--- src/sws_pkg.sv ---
// ----------------------------------------------------------------------------
// sws_pkg: shared types and constants for the stack with search
// Command and status codes, transfer payload structs, default capacity.
// ----------------------------------------------------------------------------
`default_nettype none

package sws_pkg;

  localparam int unsigned SWS_DEPTH_DEF = 64;
  localparam int unsigned WORD_W        = 32;
  localparam int unsigned COUNT_W       = 7;

  typedef enum logic [1:0] {
    CMD_PUSH   = 2'd0,
    CMD_POP    = 2'd1,
    CMD_SEARCH = 2'd2,
    CMD_NOP    = 2'd3
  } cmd_t;

  typedef enum logic [1:0] {
    STAT_DONE  = 2'd0,
    STAT_FULL  = 2'd1,
    STAT_EMPTY = 2'd2,
    STAT_RSVD  = 2'd3
  } status_t;

  typedef enum logic {
    ST_IDLE = 1'b0,
    ST_SRCH = 1'b1
  } state_t;

  typedef struct packed {
    cmd_t               cmd;
    logic signed [31:0] value;
  } sws_in_t;

  typedef struct packed {
    status_t            status;
    logic               found;
    logic               is_empty;
    logic [COUNT_W-1:0] count;
  } sws_out_t;

endpackage

`default_nettype wire

--- src/sws_mem.sv ---
// ----------------------------------------------------------------------------
// sws_mem: entry storage
// One write port, one read port, read data registered.
// ----------------------------------------------------------------------------
`default_nettype none

module sws_mem import sws_pkg::*; #(
  parameter int unsigned DEPTH = SWS_DEPTH_DEF,
  parameter int unsigned AW    = $clog2(DEPTH)
) (
  input  wire logic              clk,
  input  wire logic              wr_en,
  input  wire logic [AW-1:0]     wr_addr,
  input  wire logic [WORD_W-1:0] wr_data,
  input  wire logic              rd_en,
  input  wire logic [AW-1:0]     rd_addr,
  output logic      [WORD_W-1:0] rd_data
);

  logic [WORD_W-1:0] mem [DEPTH];
  logic [WORD_W-1:0] rd_data_r;

  always_ff @(posedge clk) begin
    if (wr_en) begin
      mem[wr_addr] <= wr_data;
    end
  end

  always_ff @(posedge clk) begin
    if (rd_en) begin
      rd_data_r <= mem[rd_addr];
    end
  end

  assign rd_data = rd_data_r;

endmodule

`default_nettype wire

--- src/sws_ctrl.sv ---
// ----------------------------------------------------------------------------
// sws_ctrl: command sequencer
// Keeps the fill count, writes pushes, scans entries one per cycle on search
// and registers the result.
// ----------------------------------------------------------------------------
`default_nettype none

module sws_ctrl import sws_pkg::*; #(
  parameter int unsigned DEPTH = SWS_DEPTH_DEF,
  parameter int unsigned AW    = $clog2(DEPTH),
  parameter int unsigned FW    = $clog2(DEPTH + 1)
) (
  input  wire logic              clk,
  input  wire logic              rst_n,
  input  wire logic              start,
  output logic                   busy,
  input  wire sws_in_t           in_item,
  output logic                   out_valid,
  output sws_out_t               out_item,
  output logic                   wr_en,
  output logic      [AW-1:0]     wr_addr,
  output logic      [WORD_W-1:0] wr_data,
  output logic                   rd_en,
  output logic      [AW-1:0]     rd_addr,
  input  wire logic [WORD_W-1:0] rd_data
);

  localparam logic [FW-1:0] FULL_CNT = FW'(DEPTH);

  state_t            state_r, state_nxt;
  logic [FW-1:0]     fill_r, fill_nxt;
  logic [AW-1:0]     idx_r, idx_nxt;
  logic [WORD_W-1:0] key_r, key_nxt;
  logic              out_valid_r, out_valid_nxt;
  sws_out_t          out_r, out_nxt;
  logic              accept;
  logic              hit;
  logic              last;

  assign accept = start && (state_r == ST_IDLE);
  assign hit    = (rd_data == key_r);
  assign last   = ((FW'(idx_r) + FW'(1)) == fill_r);

  always_ff @(posedge clk) begin
    if (!rst_n) begin
      state_r     <= ST_IDLE;
      fill_r      <= '0;
      out_valid_r <= 1'b0;
    end else begin
      state_r     <= state_nxt;
      fill_r      <= fill_nxt;
      out_valid_r <= out_valid_nxt;
    end
  end

  always_ff @(posedge clk) begin
    idx_r <= idx_nxt;
    key_r <= key_nxt;
    out_r <= out_nxt;
  end

  always_comb begin
    state_nxt     = state_r;
    fill_nxt      = fill_r;
    idx_nxt       = idx_r;
    key_nxt       = key_r;
    out_valid_nxt = 1'b0;
    out_nxt       = out_r;
    wr_en         = 1'b0;
    wr_addr       = AW'(fill_r);
    wr_data       = in_item.value;
    rd_en         = 1'b0;
    rd_addr       = '0;

    case (state_r)
      ST_IDLE: begin
        if (accept) begin
          out_nxt.status = STAT_DONE;
          out_nxt.found  = 1'b0;
          case (in_item.cmd)
            CMD_PUSH: begin
              if (fill_r == FULL_CNT) begin
                out_nxt.status = STAT_FULL;
              end else begin
                wr_en    = 1'b1;
                fill_nxt = fill_r + FW'(1);
              end
            end
            CMD_POP: begin
              if (fill_r == '0) begin
                out_nxt.status = STAT_EMPTY;
              end else begin
                fill_nxt = fill_r - FW'(1);
              end
            end
            CMD_SEARCH: begin
              if (fill_r != '0) begin
                rd_en     = 1'b1;
                idx_nxt   = '0;
                key_nxt   = in_item.value;
                state_nxt = ST_SRCH;
              end
            end
            default: ;
          endcase
          out_valid_nxt    = (state_nxt == ST_IDLE);
          out_nxt.is_empty = (fill_nxt == '0);
          out_nxt.count    = COUNT_W'(fill_nxt);
        end
      end
      ST_SRCH: begin
        if (hit || last) begin
          state_nxt        = ST_IDLE;
          out_valid_nxt    = 1'b1;
          out_nxt.status   = STAT_DONE;
          out_nxt.found    = hit;
          out_nxt.is_empty = 1'b0;
          out_nxt.count    = COUNT_W'(fill_r);
        end else begin
          rd_en   = 1'b1;
          idx_nxt = idx_r + AW'(1);
          rd_addr = idx_nxt;
        end
      end
      default: begin
        state_nxt = ST_IDLE;
      end
    endcase
  end

  assign busy      = (state_r != ST_IDLE);
  assign out_valid = out_valid_r;
  assign out_item  = out_r;

  a_fill_range: assert property (@(posedge clk) disable iff (!rst_n)
    fill_r <= FULL_CNT) else $error("fill count beyond capacity");

  a_srch_nonempty: assert property (@(posedge clk) disable iff (!rst_n)
    (state_r == ST_SRCH) |-> (fill_r != '0)) else $error("scan over empty store");

  a_srch_idx: assert property (@(posedge clk) disable iff (!rst_n)
    (state_r == ST_SRCH) |-> (FW'(idx_r) < fill_r)) else $error("scan index past top");

  a_found_src: assert property (@(posedge clk) disable iff (!rst_n)
    (out_valid_r && out_r.found) |-> $past(state_r == ST_SRCH))
    else $error("found set outside a search");

  a_full_cnt: assert property (@(posedge clk) disable iff (!rst_n)
    (out_valid_r && out_r.status == STAT_FULL) |-> (out_r.count == COUNT_W'(DEPTH)))
    else $error("full status with short count");

endmodule

`default_nettype wire

--- src/stack_with_search.sv ---
// ----------------------------------------------------------------------------
// stack_with_search: LIFO store of 32-bit words with linear search
// Push, pop or search per command; one result per command.
// ----------------------------------------------------------------------------
//  Channel | Ports                    | Transfer
//  --------+--------------------------+------------------------------------
//  input   | start, busy, in_item     | start high while busy low
//  result  | out_valid, out_item      | out_valid high, one cycle, no stall
//
//  Push, pop and unused codes: result in the cycle after the transfer; the next
//  command may follow in the next cycle.
//  Search: the memory read port scans one entry per cycle from the bottom;
//  busy stays high while entries are compared (1..DEPTH of them, up to the
//  first match), result in the first cycle with busy low again. Empty
//  store: busy stays low, result in the cycle after the transfer.
//  Reset (rst_n low, synchronous) empties the store; no clearing pass.
//  The receiver cannot stall; busy is the only backpressure.
// ----------------------------------------------------------------------------
`default_nettype none

module stack_with_search import sws_pkg::*; #(
  parameter int unsigned DEPTH = SWS_DEPTH_DEF
) (
  input  wire logic    clk,
  input  wire logic    rst_n,
  input  wire logic    start,
  output logic         busy,
  input  wire sws_in_t in_item,
  output logic         out_valid,
  output sws_out_t     out_item
);

  localparam int unsigned AW = $clog2(DEPTH);
  localparam int unsigned FW = $clog2(DEPTH + 1);

  logic              wr_en;
  logic [AW-1:0]     wr_addr;
  logic [WORD_W-1:0] wr_data;
  logic              rd_en;
  logic [AW-1:0]     rd_addr;
  logic [WORD_W-1:0] rd_data;

  sws_ctrl #(
    .DEPTH (DEPTH),
    .AW    (AW),
    .FW    (FW)
  ) u_ctrl (
    .clk       (clk),
    .rst_n     (rst_n),
    .start     (start),
    .busy      (busy),
    .in_item   (in_item),
    .out_valid (out_valid),
    .out_item  (out_item),
    .wr_en     (wr_en),
    .wr_addr   (wr_addr),
    .wr_data   (wr_data),
    .rd_en     (rd_en),
    .rd_addr   (rd_addr),
    .rd_data   (rd_data)
  );

  sws_mem #(
    .DEPTH (DEPTH),
    .AW    (AW)
  ) u_mem (
    .clk     (clk),
    .wr_en   (wr_en),
    .wr_addr (wr_addr),
    .wr_data (wr_data),
    .rd_en   (rd_en),
    .rd_addr (rd_addr),
    .rd_data (rd_data)
  );

endmodule

`default_nettype wire
--- config.mk ---
export PLATFORM = sky130hd
export DESIGN_NAME = stack_with_search
export DESIGN_NICKNAME = d
export VERILOG_FILES = /design/src/sws_pkg.sv /design/src/sws_mem.sv /design/src/sws_ctrl.sv /design/src/stack_with_search.sv
export SDC_FILE = /design/constraint.sdc
export NUM_CORES = 2
export LEC_CHECK = 0
export BUFFER_PORTS_ARGS = -buffer_cell sky130_fd_sc_hd__buf_2
export CELL_PAD_IN_SITES_DETAIL_PLACEMENT = 1
export CELL_PAD_IN_SITES_GLOBAL_PLACEMENT = 1
export CORE_UTILIZATION = 50
export DETAILED_ROUTE_END_ITERATION = 7
export PLACE_DENSITY = 0.85
export SETUP_SLACK_MARGIN = 0.4
export SKIP_LAST_GASP = 1
export SLEW_MARGIN = 20
export SYNTH_ARGS = -nofsm -noshare
export SYNTH_HDL_FRONTEND = slang
export SYNTH_SLANG_ARGS = --single-unit
export TNS_END_PERCENT = 20
--- constraint.sdc ---
create_clock -name clk -period 11.7 [get_ports clk]
set_clock_uncertainty 0.05 [all_clocks]
set_input_delay 1.17 -clock clk [delete_from_list [all_inputs] [get_ports clk]]
set_output_delay 1.17 -clock clk [all_outputs]
set_load 0.01 [all_outputs]
==> reports/qor.csv <==
metric;value;unit
max-cap viol count;0;
Syn Nets;5764;
DRT iter0 DRCs;10600;
CP Launch Type;flop;
VDD IR max;0.135;mV
asr flop ratio synth;0;%
DR DRC count;0;
CTS resizes;0;
Reg2Reg Setup Slack;5160;ps
area of the multi-input gates;19300;sq um
Slew Limit Fails;0;
HPWL after detailed placement;166000;um
critical path's slowest cell;a311oi_1;
GRT overflow;0;
port buffer count;49;
DIE WIDTH;413;um
Hold Buf Count CTS;0;
Power per Cell Area;167;nW/um^2
FF+latch area;64100;sq um
CP Data Required Time;12400;ps
Post-synth top flop;edfxtp_1;
crit-path max FO;45;
area share of the largest cell type after synthesis;75.7;%
CTS Buf Count;199;
Top delay family on crit path;compound AO/OA/AOI/OAI gates;
filler cell count;15600;
#FFs+latches synth;2138;
area grow syn2layout;11.4;%
Final Cycle Share;55.9;%
first-pass GRT wire length;434000;um
Worst Max-Slew Pin Slew;1270;ps
gr usage total;35.9;%
core footprint;167000;sq um
initial antenna violation count;16;
total stage count of the critical path;12;
dpl cell area;87800;sq um
DRT antenna net count;0;
pre-CTS setup slack;5850;ps
Worst-Skew Late Latency;880;ps
leading area contributor after synthesis;edfxtp_1;
routability congestion estimate;0.896;
Slew headroom;15.0;%
root buffer cell;clkbuf_16;
share of cells above drive strength 1;10.6;%
Worst-path clk slew;80;ps
Final WS setup;5160;ps
mean post-synth cell area;14.8;sq um
I/O Pins;50;
die area;171000;sq um
TNS Setup;0;ps
Max Freq;0.153;GHz
status;complete, no violations;
most frequent cell on the critical path;buf_4;
vias per cell;7.26;
CP arrival;7240;ps
Crit Path Category;reg -> reg;
Cells after Synth;5723;
post-synthesis sequential area ratio;75.9;%
final wirelength;311000;um
pin count of the biggest net entering global routing;174;
crit-path max cell delay;1040;ps
Setup crit end kind;flop;
final hold viol count;0;
Nets;5792;
CP bufs+invs;3;
DR WL/cell;38.3;um
first-pass iteration count of the detailed router;7;
# Post-CTS Setup Buffers;0;
FP Rows;150;
RSZ-0062 raised after global routing;false;
post-synthesis cell type count;76;
leakage power;31.7;nW
CTS tree;done;
Worst R2R Path Depth;12;
mapped cell area;84400;sq um
Worst Hold Class;in -> reg;
vias in the first global route;60100;
crit-path cells;xor2_1 > nor4_1 > nand4_1 > o22ai_4 > buf_4 > buf_4 > nor2_4 > buf_4 > a31oi_1 > o21ai_0 > a311oi_1 > a211o_1;
Post-synth EDFFs;2129;
post-route cell area;94100;sq um
Setup Viol. Count Final;0;
fin crit period;6540;ps
initial core utilization;50.4;%
Synth warnings;0;
WHS Path Cells;2;
via count;59000;
Synth area leaders;edfxtp_1, nand2_1, mux2i_1;
Die Ht;413;um
Clock Path Buffers;3;
CTS sink count;2138;
Finished Core Util;56.2;%
CTS H-tree depth;4;
## report_power, final
group	internal (mW)	leakage, nW	switching (mW)
Clock	3.47	3.04	2.94
Sequential	8.46	19.2	0.0232
Combinational	0.186	9.42	0.662
## flip-flops by register name, summed over array words and instances, names as in the netlist
| name | cells |
|---|---|
| u_ctrl.idx_r | 6 |
| u_ctrl.key_r | 32 |
| u_ctrl.out_valid | 1 |
| u_ctrl.fill_r | 7 |
| u_ctrl.busy | 1 |
| u_mem.mem | 2048 |
| u_ctrl.out_item | 11 |
| u_mem.rd_data | 32 |
## cells by family (layout without fill, tap and decap cells)
kind of cell             count (synthesis)  in the layout  share of synthesized area (%)
multiplexers                           261            261                           3.24
AO/OA/AOI/OAI                         1419           1419                           11.0
AND/OR/NAND/NOR                       1441           1441                           7.15
other                                    0              7                              0
XOR/XNOR                                46             46                          0.513
buffers and inverters                  414            604                           2.06
flip-flops                            2138           2138                           75.9
adder cells (fa/ha/maj)                  4              4                         0.0593
## per-stage QoR
stage / hold slack [ps] / std cells / total power [mW]
after CTS: 547 / 8116 / 15.7
after detailed placement: 589 / 7753 / 9.43
after floorplan: 538 / 5723 / 9.01
after global placement: 566 / 7752 / 9.39
after global routing: 587 / 8117 / 15.9
final: 585 / 8124 / 15.7
## layout make-up
cell class	count	share of cell area, %
Antenna cell	7	0.0186
Clock buffer	239	5.57
Clock inverter	124	1.00
Inverter	16	0.0772
Multi-Input combinational cell	3171	20.5
Sequential cell	2138	68.2
Tap cell	2204	2.93
Timing Repair Buffer	225	1.77
## synth_stat cells, types with 11 or more instances
master,instances
edfxtp_1,2129
nand2_1,655
nor2_1,496
a21oi_1,388
o21ai_0,283
clkbuf_1,242
mux2i_1,241
and3_1,98
o22ai_1,98
o211ai_1,92
buf_2,91
o221ai_1,90
a211oi_1,75
a221oi_1,71
a31oi_1,66
nor3_1,64
buf_1,52
nand3_1,50
xor2_1,37
a32oi_1,31
a21boi_0,28
a211o_1,19
o22a_1,19
nand4_1,18
o41ai_1,17
a221o_1,16
a22oi_1,16
o311ai_0,16
nor4_1,15
inv_1,11
mux2_2,11
o31ai_1,11
## routing by layer
metal | track usage [%] | up-vias | wire length, um
li1 | - | 22300 | -
met1 | 43.5 | 29100 | 101000
met2 | 55.3 | 5970 | 140000
met3 | 11.1 | 1665 | 44500
met4 | 24.7 | 24 | 25000
met5 | 0 | - | 314
## path summary, 6_finish.rpt
check / start / end
setup / recovery: u_ctrl.key_r[24]$_DFFE_PP_ / u_mem.rd_data[7]$_DFFE_PP_
hold / removal: rst_n / u_ctrl.fill_r[3]$_SDFFE_PN0P_
setup reg to reg: u_ctrl.key_r[24]$_DFFE_PP_ / u_mem.rd_data[7]$_DFFE_PP_
hold reg to reg: u_ctrl.fill_r[0]$_SDFFE_PN0P_ / u_ctrl.fill_r[0]$_SDFFE_PN0P_
## placed cells by master, fill, tap and decap left out, types with 71 or more instances in the layout
| cell | netlist | final |
|---|---|---|
| a211oi_1 | 75 | 75 |
| a21oi_1 | 388 | 387 |
| a221oi_1 | 71 | 71 |
| and3_1 | 98 | 98 |
| buf_4 | 7 | 178 |
| clkbuf_16 | 0 | 204 |
| edfxtp_1 | 2129 | 2129 |
| mux2i_1 | 241 | 241 |
| nand2_1 | 655 | 651 |
| nor2_1 | 496 | 424 |
| nor2_4 | 0 | 73 |
| o211ai_1 | 92 | 92 |
| o21ai_0 | 283 | 283 |
| o221ai_1 | 90 | 90 |
| o22ai_1 | 98 | 97 |
No activity file was read; power rests on OpenSTA's default activity.
